**config.mk**
```make
export PLATFORM = sky130hd
export DESIGN_NAME = bouncing_note_sequencer_core
export DESIGN_NICKNAME = d
export VERILOG_FILES = /design/src/design/bns_pkg.sv /design/src/design/bns_ram.sv /design/src/design/bouncing_note_sequencer_core.sv
export SDC_FILE = /design/constraint.sdc
export NUM_CORES = 1
export LEC_CHECK = 0
export BUFFER_PORTS_ARGS = -buffer_cell sky130_fd_sc_hd__buf_2
export CAP_MARGIN = 0
export CORE_ASPECT_RATIO = 0.7
export CORE_MARGIN = 10
export CORE_UTILIZATION = 45
export CTS_BUF_LIST = sky130_fd_sc_hd__clkbuf_4
export DETAILED_ROUTE_END_ITERATION = 8
export PLACE_DENSITY = 0.69
export SYNTH_ARGS = -nofsm -noshare
export SYNTH_HDL_FRONTEND = slang
export SYNTH_SLANG_ARGS = --single-unit
```
**constraint.sdc**
```tcl
create_clock -name clock -period 10.7 [get_ports clock]
set_input_delay 1.605 -clock clock [delete_from_list [all_inputs] [get_ports clock]]
set_output_delay 1.605 -clock clock [all_outputs]
set_load 0.01 [all_outputs]
```
**src/design/bns_pkg.sv**
```systemverilog
`default_nettype none

package bns_pkg;

   // Sizing of the column and row space.
   localparam int MAX_CHANNELS = 8;
   localparam int MAX_ROWS     = 8;

   // Widths fixed by the beat fields and the per-column state.
   localparam int COL_W  = 3;
   localparam int ROW_W  = 3;
   localparam int POS_W  = 4;
   localparam int CFG_W  = 4;
   localparam int ADDR_W = $clog2(MAX_CHANNELS);
   localparam int CNT_W  = $clog2(MAX_CHANNELS + 1);

   localparam logic [POS_W-1:0] ROW_NONE = {POS_W{1'b1}};

   // Configuration register indexes.
   typedef enum logic [0:0] {
      CSR_NUM_CHANNELS = 1'b0,
      CSR_NUM_ROWS     = 1'b1
   } csr_index_type;

   // Request function codes.
   typedef enum logic [0:0] {
      FUNC_PRESS = 1'b0,
      FUNC_BEAT  = 1'b1
   } func_type;

   // Sequencer states.
   typedef enum logic [1:0] {
      ST_IDLE,
      ST_PRESS,
      ST_BEAT
   } state_type;

   // One column's state as held in the column memory.
   typedef struct packed {
      logic             active;
      logic             moving_up;
      logic [POS_W-1:0] position;
      logic [POS_W-1:0] turn_row;
      logic             pending;
   } entry_type;

   localparam int ENTRY_W = $bits(entry_type);

   localparam entry_type ENTRY_RESET = '{
      active:    1'b0,
      moving_up: 1'b0,
      position:  '0,
      turn_row:  ROW_NONE,
      pending:   1'b0
   };

endpackage

`default_nettype wire

```
**src/design/bns_ram.sv**
```systemverilog
`default_nettype none

module bns_ram #(
   parameter int WIDTH = 8,
   parameter int DEPTH = 8
) (
   input  wire logic                     clock,
   input  wire logic                     wr_en,
   input  wire logic [$clog2(DEPTH)-1:0] wr_addr,
   input  wire logic [WIDTH-1:0]         wr_data,
   input  wire logic                     rd_en,
   input  wire logic [$clog2(DEPTH)-1:0] rd_addr,
   output logic      [WIDTH-1:0]         rd_data
);

   logic [WIDTH-1:0] mem_ff [DEPTH];
   logic [WIDTH-1:0] rd_data_ff;

   // Single write port, registered read port that holds when not enabled.
   always_ff @(posedge clock) begin
      if (wr_en) begin
         mem_ff[wr_addr] <= wr_data;
      end
      if (rd_en) begin
         rd_data_ff <= mem_ff[rd_addr];
      end
   end

   assign rd_data = rd_data_ff;

endmodule

`default_nettype wire

```
**src/design/bouncing_note_sequencer_core.sv**
```systemverilog
`default_nettype none

// Bouncing note sequencer: each column keeps a ball that runs between the
// bottom row and a top row picked by a button press. A press beat (func 0)
// gives no result; a press on the column's top row stops the column, any
// other row arms it. A tick beat (func 1) gives one result beat per column
// in use (num_channels saturated at eight), in column order, with last set
// on the final one; the column memory is read one column ahead, and a stall
// on the result side holds the walk. One item is worked on at a time;
// req_stall is high until the previous item's column updates are all
// written back. Column state lives in an eight-entry memory with a
// registered read; per-entry valid flags, cleared by reset, make unwritten
// entries read as the reset state, so no clearing pass is needed.
// Configuration must be written only while the block is idle; the block
// itself does not enforce this.
module bouncing_note_sequencer_core
   import bns_pkg::*;
(
   input  wire logic             clock,
   input  wire logic             reset,
   // Configuration port.
   input  wire logic             csr_write,
   input  wire logic [0:0]       csr_index,
   input  wire logic [CFG_W-1:0] csr_wdata,
   // Request channel.
   input  wire logic             req_valid,
   output logic                  req_stall,
   input  wire logic             req_func,
   input  wire logic [COL_W-1:0] req_press_column,
   input  wire logic [ROW_W-1:0] req_press_row,
   // Result channel.
   output logic                  rsp_valid,
   input  wire logic             rsp_stall,
   output logic [COL_W-1:0]      rsp_channel,
   output logic                  rsp_column_active,
   output logic [ROW_W-1:0]      rsp_ball_row,
   output logic [ROW_W-1:0]      rsp_top_row,
   output logic                  rsp_play_note,
   output logic                  rsp_last
);

   // Configuration registers.
   logic [CFG_W-1:0] num_channels_ff;
   logic [CFG_W-1:0] num_rows_ff;

   // Control state.
   state_type         state_ff, state_in;
   logic [ADDR_W-1:0] col_ff, col_in;
   logic [ROW_W-1:0]  row_ff, row_in;
   logic [MAX_CHANNELS-1:0] valid_ff;
   logic              rd_valid_ff;

   // Result register.
   logic             rsp_valid_ff;
   logic [COL_W-1:0] rsp_channel_ff;
   logic             rsp_active_ff;
   logic [ROW_W-1:0] rsp_ball_ff;
   logic [ROW_W-1:0] rsp_top_ff;
   logic             rsp_play_ff;
   logic             rsp_last_ff;

   // Memory access.
   logic              rd_en;
   logic [ADDR_W-1:0] rd_addr;
   logic              wr_en;
   logic [ADDR_W-1:0] wr_addr;
   entry_type         wr_data;
   logic [ENTRY_W-1:0] ram_rd_data;

   // Derived values.
   logic [CNT_W-1:0] cols;
   logic [POS_W-1:0] rows;
   logic [POS_W-1:0] bottom;
   entry_type        cur;
   entry_type        press_entry;
   entry_type        beat_entry;
   logic [POS_W-1:0] beat_pos;
   logic             col_last;
   logic             out_free;
   logic             load_out;
   logic             req_accept;

   bns_ram #(
      .WIDTH (ENTRY_W),
      .DEPTH (MAX_CHANNELS)
   ) u_column_ram (
      .clock   (clock),
      .wr_en   (wr_en),
      .wr_addr (wr_addr),
      .wr_data (wr_data),
      .rd_en   (rd_en),
      .rd_addr (rd_addr),
      .rd_data (ram_rd_data)
   );

   // Saturated column and row counts.
   always_comb begin
      if (num_channels_ff > CFG_W'(MAX_CHANNELS)) begin
         cols = CNT_W'(MAX_CHANNELS);
      end else begin
         cols = CNT_W'(num_channels_ff);
      end
      if (num_rows_ff == '0) begin
         rows = POS_W'(1);
      end else if (num_rows_ff > CFG_W'(MAX_ROWS)) begin
         rows = POS_W'(MAX_ROWS);
      end else begin
         rows = POS_W'(num_rows_ff);
      end
      bottom = rows - POS_W'(1);
   end

   // An entry that was never written reads as the reset state.
   assign cur = rd_valid_ff ? entry_type'(ram_rd_data) : ENTRY_RESET;

   // Update of a column on a press of the latched row.
   always_comb begin
      press_entry = cur;
      if (cur.turn_row == POS_W'(row_ff)) begin
         press_entry.active   = 1'b0;
         press_entry.turn_row = ROW_NONE;
      end else begin
         press_entry.turn_row  = POS_W'(row_ff);
         press_entry.active    = 1'b1;
         press_entry.moving_up = 1'b1;
         press_entry.pending   = 1'b1;
         press_entry.position  = rows;
      end
   end

   // Update of a column on a tick: bounce at the bottom and the top, then step.
   always_comb begin
      beat_entry = cur;
      beat_pos   = '0;
      if (cur.active) begin
         if (cur.position >= bottom) begin
            beat_entry.pending   = 1'b1;
            beat_entry.moving_up = 1'b1;
            beat_entry.position  = bottom;
         end
         if (beat_entry.position == cur.turn_row) begin
            beat_entry.moving_up = 1'b0;
         end
         beat_pos = beat_entry.position;
         if (beat_entry.moving_up) begin
            beat_entry.position = beat_pos - POS_W'(1);
         end else begin
            beat_entry.position = beat_pos + POS_W'(1);
         end
      end
   end

   assign col_last   = (CNT_W'(col_ff) + CNT_W'(1)) == cols;
   assign out_free   = !rsp_valid_ff || !rsp_stall;
   assign req_stall  = state_ff != ST_IDLE;
   assign req_accept = req_valid && !req_stall;

   // Sequencer: next state, memory access and result load.
   always_comb begin
      state_in = state_ff;
      col_in   = col_ff;
      row_in   = row_ff;
      rd_en    = 1'b0;
      rd_addr  = col_ff;
      wr_en    = 1'b0;
      wr_addr  = col_ff;
      wr_data  = beat_entry;
      load_out = 1'b0;
      unique case (state_ff)
         ST_IDLE: begin
            if (req_accept) begin
               if (req_func == FUNC_BEAT) begin
                  if (cols != '0) begin
                     rd_en    = 1'b1;
                     rd_addr  = '0;
                     col_in   = '0;
                     state_in = ST_BEAT;
                  end
               end else if ((CNT_W'(req_press_column) < cols)
                            && (POS_W'(req_press_row) < rows)) begin
                  rd_en    = 1'b1;
                  rd_addr  = ADDR_W'(req_press_column);
                  col_in   = ADDR_W'(req_press_column);
                  row_in   = req_press_row;
                  state_in = ST_PRESS;
               end
            end
         end
         ST_PRESS: begin
            wr_en    = 1'b1;
            wr_data  = press_entry;
            state_in = ST_IDLE;
         end
         ST_BEAT: begin
            if (out_free) begin
               wr_en           = 1'b1;
               wr_data.pending = 1'b0;
               load_out        = 1'b1;
               if (col_last) begin
                  state_in = ST_IDLE;
               end else begin
                  col_in  = col_ff + ADDR_W'(1);
                  rd_en   = 1'b1;
                  rd_addr = col_ff + ADDR_W'(1);
               end
            end
         end
         default: begin
            state_in = ST_IDLE;
         end
      endcase
   end

   // Control registers.
   always_ff @(posedge clock) begin
      if (reset) begin
         state_ff        <= ST_IDLE;
         num_channels_ff <= CFG_W'(MAX_CHANNELS);
         num_rows_ff     <= CFG_W'(MAX_ROWS);
         valid_ff        <= '0;
         rd_valid_ff     <= 1'b0;
         rsp_valid_ff    <= 1'b0;
      end else begin
         state_ff <= state_in;
         if (csr_write) begin
            unique case (csr_index_type'(csr_index))
               CSR_NUM_CHANNELS: num_channels_ff <= csr_wdata;
               CSR_NUM_ROWS:     num_rows_ff     <= csr_wdata;
               default:          num_rows_ff     <= num_rows_ff;
            endcase
         end
         if (wr_en) begin
            valid_ff[wr_addr] <= 1'b1;
         end
         if (rd_en) begin
            rd_valid_ff <= valid_ff[rd_addr];
         end
         if (load_out) begin
            rsp_valid_ff <= 1'b1;
         end else if (!rsp_stall) begin
            rsp_valid_ff <= 1'b0;
         end
      end
   end

   // Working registers and result payload.
   always_ff @(posedge clock) begin
      col_ff <= col_in;
      row_ff <= row_in;
      if (load_out) begin
         rsp_channel_ff <= COL_W'(col_ff);
         rsp_active_ff  <= cur.active;
         rsp_ball_ff    <= beat_pos[ROW_W-1:0];
         rsp_top_ff     <= cur.active ? cur.turn_row[ROW_W-1:0] : '0;
         rsp_play_ff    <= beat_entry.pending;
         rsp_last_ff    <= col_last;
      end
   end

   assign rsp_valid         = rsp_valid_ff;
   assign rsp_channel       = rsp_channel_ff;
   assign rsp_column_active = rsp_active_ff;
   assign rsp_ball_row      = rsp_ball_ff;
   assign rsp_top_row       = rsp_top_ff;
   assign rsp_play_note     = rsp_play_ff;
   assign rsp_last          = rsp_last_ff;

   // A read and a write never meet on the same column.
   a_no_rw_collision: assert property (@(posedge clock) disable iff (reset)
      (rd_en && wr_en) |-> (rd_addr != wr_addr))
      else $error("column memory read and write collide");

   // Results are loaded only while a tick walks the columns.
   a_load_in_beat: assert property (@(posedge clock) disable iff (reset)
      load_out |-> (state_ff == ST_BEAT))
      else $error("result loaded outside a tick");

   // The final column's result ends the tick.
   a_last_ends_beat: assert property (@(posedge clock) disable iff (reset)
      (load_out && col_last) |=> (state_ff == ST_IDLE))
      else $error("tick did not end after its final column");

   // A press writes its column exactly once, in the cycle after its read.
   a_press_write: assert property (@(posedge clock) disable iff (reset)
      (state_ff == ST_PRESS) |-> (wr_en && !rd_en && !load_out))
      else $error("press update not written back");

endmodule

`default_nettype wire

```
==> run_results.csv, run 1 <==
group,metric,value,unit
power,power-per-cell-area,210,nW/um^2
yosys,syn_area,6380,sq um
sta,slew_headroom,39.8,%
yosys,synth_area_per_cell,12.9,sq um
sta,period_share,52.4,%
sta,hold_ws,0.488,ns
cts,ctsRootBufferMaster,"clkbuf_4",
die,core-area,13900,sq um
cts,clock_path_buffers,2,
setup_path,startpoint_type,"register",
setup_path,critPathMaxFanout,21,
die,start_util,45.9,%
drt,first_pass_iters,5,
final_layout,finish.instance_area,7000,sq um
global_route,track_usage,13.9,%
drt,num_vias,3966,
final_layout,final_cell_mix,"edfxtp_1 (114), mux2i_1 (83), nor2_1 (46)",
die,die_h,120,microns
cts,htree_levels,4,
final_layout,final.fill_count,1195,
power,netSwitchingFraction,34.3,%
die,die_area,19400,sq um
cts,post_cts_resized,0,
cts,cts_setup_buffers,0,
sta,clock-skew-final,0.0175,ns
global_route,grt_pass1_wl,21.0,mm
power,seq_power_share,48.3,%
die,ioPinCount,31,
sta,fin_setup_tns,0,ns
yosys,synth_edf_count,114,
sta,tightest_slew,0.893,ns
global_route,grt_start_max_net_pins,49,
min_path,hold_class,"register to register",
yosys,synth_top_area_share,53.6,%
final_layout,nNetsFinal,567,
sta,setup_slack,5.09,ns
cts,clkLatencyLatePin,0.53,ns
yosys,yosys-top-cells-area,"edfxtp_1 (54%), mux2i_1 (13%), dfxtp_1 (7.2%)",
power,switching_power,504,uW
place,post-place-ws,5.25,ns
global_route,globalRouteOverflowTotal,0,
cts,postCtsHoldBufs,0,
yosys,yosys.cell_types.count,50,
drt,routed_wl,13.4,mm
final_layout,diodes,0,
sta,setup_viol,0,
drt,antenna_left,0,
job,cap_violations,0,
setup_path,cp_slowest_cell,"dfxtp_1",
sta,rsz0062_at_grt,"no",
yosys,yosys_warnings,0,
final_layout,finish.utilization,50.3,%
place,gp_congestion,0.874,
die,rows,36,
setup_path,worstPathCellList,"nand2_1 -> ha_1 -> nand2b_1 -> a2111oi_0 -> or3_1 -> mux2i_1 -> xnor2_1 -> nor4_2 -> nand2b_1 -> inv_1 -> ha_1 -> nand2_1 -> o21ai_0 -> nand3_1 -> mux2i_1 -> a211oi_1 -> a32oi_1",
sta,max_freq,0.178,GHz
yosys,yosysSeqAreaShare,60.8,%
status,status,"complete, no violations",
place,io_buffer_count,30,
final_layout,final_common_cell,"edfxtp_1",
final_layout,areaGrowthSynthToFinish,9.66,%
place,dpl_cell_area,6750,sq um
power,clockPowerShare,20.9,%
drt,drc,0,
yosys,ys_ff_latch,137,
place,dpl.hpwl,9.09,mm
setup_path,cpPeakStageDelay,0.73,ns
global_route,antenna_found_initial,0,
drt,viasPerCell,5.38,
yosys,syn_nets,529,
sta,hold_viol_final,0,
sta,drv_slew,0,
cts,cts_buffers,17,
power,internal-power,966,uW
cts,numClockSinks,137,
die,die_width,162,microns
setup_path,cp.required,10.93,ns
yosys,ys_async_sr_fraction,0,%
setup_path,worstPathArrival,5.83,ns
yosys,synth_top_area_cell,"edfxtp_1",
cts,cts.clk_slew.worst_paths,0.11,ns
power,power_frac_comb,30.8,%
setup_path,end_kind,"register",
sta,min_period,5.61,ns
global_route,grt_pass1_vias,3831,
yosys,netlist_instances,496,
power,ir_worst_vdd,0.123,mV
drt,drt-initial-drc-count,354,
power,leakage,0.00257,uW
yosys,ys.flop_type,"edfxtp_1",
final_layout,drive_above_1_share,17.0,%
cts,cts_tree,"yes",
setup_path,worstSetupPathType,"register to register",
drt,wl_per_cell,18.2,microns
power by group through the flow:
stage          Combinational (uW)  Sequential (uW)  Clock, uW
2_1_floorplan                 365              694          0
4_1_cts                       455              709        313
6_report                      452              710        307
3_5_place_dp                  451              720          0
3_3_place_gp                  440              719          0
5_1_grt                       493              716        338
state kept, by name (all words and copies together) (netlist names):
register / flops
col_ff: 3
rsp_top_row: 3
u_column_ram.mem_ff: 88
rsp_play_note: 1
rsp_channel: 3
rsp_column_active: 1
state_ff: 2
u_column_ram.rd_data: 11
rsp_ball_row: 3
rsp_last: 1
num_channels_ff: 4
row_ff: 3
valid_ff: 8
rd_valid_ff: 1
num_rows_ff: 4
rsp_valid: 1
critical path: cells and delay by family (launching register included):
kind | cells | cell delay [ns]
buf+inv | 1 | 0.08
fa+ha+maj | 2 | 0.65
flops | 1 | 0.73
simple gates | 7 | 1.45
xor+xnor | 1 | 0.15
mux | 2 | 0.70
compound gates | 4 | 1.53
synthesized netlist by cell type, drive strengths merged, types with 10 or more instances:
cell	n
a21oi	16
o21ai	20
nand3	10
ha	15
clkbuf	11
nand2b	13
mux2i	83
edfxtp	114
buf	11
and3	10
nand2	32
nor2	46
mux2	13
inv	17
dfxtp	23
per-stage QoR:
stage / instances / power (uW)
after floorplan: 496 / 1060
after global placement: 705 / 1160
after detailed placement: 705 / 1170
after CTS: 737 / 1480
after global routing: 737 / 1550
final: 737 / 1470
worst paths after layout:
| path | startpoint | end | slack [ns] | depth (start not counted) |
|---|---|---|---|---|
| setup reg to reg | rd_valid_ff | u_column_ram.mem_ff[5][8] | 5.09 | 17 |
| setup / recovery | rd_valid_ff | u_column_ram.mem_ff[5][8] | 5.09 | 17 |
| hold reg to reg | num_rows_ff[0] | num_rows_ff[0] | 0.49 | 2 |
| hold / removal | num_rows_ff[0] | num_rows_ff[0] | 0.49 | 2 |
routing by layer:
layer	share of wire, %	vias to the layer above	global-route usage [%]
li1	-	1900	-
met1	48	1933	19.7
met2	45	121	20.5
met3	6.3	12	4.17
met4	0.73	0	3.23
met5	0	-	0
kinds of logic after synthesis:
logic type / after synthesis / synth area share [%]
multiplexers: 96 / 15.3
XOR/XNOR: 12 / 1.65
flip-flops: 137 / 60.8
buffers and inverters: 39 / 2.88
adder cells (fa/ha/maj): 16 / 3.25
other: 1 / 0.0587
AND/OR/NAND/NOR: 138 / 10.3
AO/OA/AOI/OAI: 57 / 5.68
layout make-up:
| type | count | area [sq um] | area share (%) |
|---|---|---|---|
| Timing Repair Buffer | 41 | 233 | 3.32 |
| Sequential cell | 137 | 3880 | 55.5 |
| Tap cell | 190 | 238 | 3.40 |
| Clock buffer | 17 | 128 | 1.82 |
| Inverter | 17 | 63.8 | 0.911 |
| Multi-Input combinational cell | 320 | 2330 | 33.3 |
| Clock inverter | 15 | 128 | 1.82 |
(Power assumes the default switching activity.)
==> run 2, diff against run 1 <==
Settings changed: PLACE_DENSITY 0.69 to 0.71.
Clock period 10.7 ns to 5 ns, I/O delays scaled along.
==> run_results.csv, run 2 (synthesized netlist as in run 1, its figures left out) <==
group,metric,value,unit
power,p_total,3300,uW
drt,first_pass_iters,5,
status,status,"complete, no violations",
drt,drt-initial-drc-count,237,
sta,clock-skew-final,0.0196,ns
drt,wl_per_cell,18.0,microns
cts,clock_path_buffers,2,
sta,max_freq,0.212,GHz
cts,cts_buffers,17,
sta,setup_viol,0,
global_route,antenna_found_initial,0,
power,leakage,0.00264,uW
power,ir_worst_vdd,0.310,mV
sta,hold_ws,0.434,ns
final_layout,top_register,"u_column_ram.mem_ff",
min_path,hold_class,"input port to register",
sta,period_share,94.3,%
cts,ctsRootBufferMaster,"clkbuf_4",
sta,slew_headroom,39.9,%
place,dpl.hpwl,9.27,mm
drt,num_vias,4005,
final_layout,drive_above_1_share,18.5,%
die,ioPinCount,31,
final_layout,final_cell_mix,"edfxtp_1 (114), mux2i_1 (81), nor2_1 (46)",
job,cap_violations,0,
cts,clkLatencyLatePin,0.53,ns
sta,hold_viol_final,0,
cts,cts_tree,"yes",
place,io_buffer_count,30,
drt,antenna_left,0,
final_layout,finish.instance_area,7140,sq um
setup_path,worstPathArrival,5.00,ns
final_layout,finish.utilization,51.3,%
global_route,track_usage,13.7,%
cts,numClockSinks,137,
final_layout,diodes,0,
cts,cts.clk_slew.worst_paths,0.11,ns
global_route,grt_pass1_vias,3944,
final_layout,final_common_cell,"edfxtp_1",
sta,min_period,4.71,ns
setup_path,critPathMaxFanout,9,
place,dpl_cell_area,6790,sq um
setup_path,startpoint_type,"register",
final_layout,nNetsFinal,572,
drt,drc,0,
cts,htree_levels,4,
die,core-area,13900,sq um
setup_path,end_kind,"register",
place,dp_cells,709,
sta,rsz0062_at_grt,"no",
die,start_util,45.9,%
setup_path,cp.required,5.29,ns
final_layout,fin_cells,742,
sta,tightest_slew,0.891,ns
final_layout,areaGrowthSynthToFinish,11.8,%
global_route,grt_start_max_net_pins,30,
die,rows,36,
sta,drv_slew,0,
die,die_h,120,microns
global_route,globalRouteOverflowTotal,0,
drt,viasPerCell,5.40,
setup_path,worstSetupPathType,"register to register",
power,power-per-cell-area,463,nW/um^2
die,die_width,162,microns
cts,postCtsHoldBufs,0,
global_route,grt_pass1_wl,20.7,mm
drt,routed_wl,13.4,mm
place,gp_congestion,0.860,
die,die_area,19400,sq um
final_layout,largest_register_ffs,88,
run 2: worst paths after layout:
path	from	endpoint	slack, ns	cells after the start
setup / recovery	num_rows_ff[1]	u_column_ram.mem_ff[0][8]	0.29	20
hold / removal	req_press_row[0]	row_ff[0]	0.43	1
hold reg to reg	num_rows_ff[0]	num_rows_ff[0]	0.46	2
setup reg to reg	num_rows_ff[1]	u_column_ram.mem_ff[0][8]	0.29	20
run 2: worst max-delay path, cell delays in order, from the launching register on:
cell and delay, ns:
dfxtp_1 0.34, o21bai_1 0.22, nand2b_1 0.16, ha_1 0.22, xor2_1 0.19, ha_1 0.22
a2111oi_1 0.42, or3_4 0.28, mux2i_2 0.31, xor2_1 0.12, nor4_2 0.31, nand2b_1 0.21
inv_1 0.08, ha_1 0.32, a21oi_1 0.18, o21ai_2 0.11, nand3_1 0.09, mux2i_1 0.07
a211oi_1 0.29, a32oi_2 0.15, buf_4 0.19
run 2: area by class of cell:
class                      count  area (sq um)
clock buffer                  18           135
timing repair buffer          46           283
inverter                      17          63.8
fill                        1188          6780
multi-input combinational    320          2350
tap                          190           238
clock inverter                14           179
sequential                   137          3880
run 2: stage by stage:
stage                     worst slack, ns  setup TNS [ns]
after floorplan                     0.555               0
after global placement              0.195               0
after detailed placement           -0.266           -2.13
after CTS                          0.0249               0
after global routing               0.0168               0
final                               0.286               0
run 2: power breakdown:
group / internal (uW) / switching [uW] / total (uW) / leakage (uW)
Sequential: 1410 / 99.9 / 1510 / 0.00123
Clock: 397 / 389 / 786 / 0.000163
Combinational: 437 / 568 / 1010 / 0.00125
run 2: what timing repair did:
action	4_1_cts	5_1_grt
buffers inserted	0	1
pin swaps	0	1
setup endpoints to repair	8	16
gates resized for setup	2	5
run 2: metal layers:
layer	vias to the layer above	wire (microns)	track usage [%]	share of wire, %
met5	-	0	0	0
met4	0	124	4.31	0.93
met3	16	917	4.95	6.9
met2	125	5980	20.6	45
met1	1956	6340	18.2	47
li1	1908	-	-	-
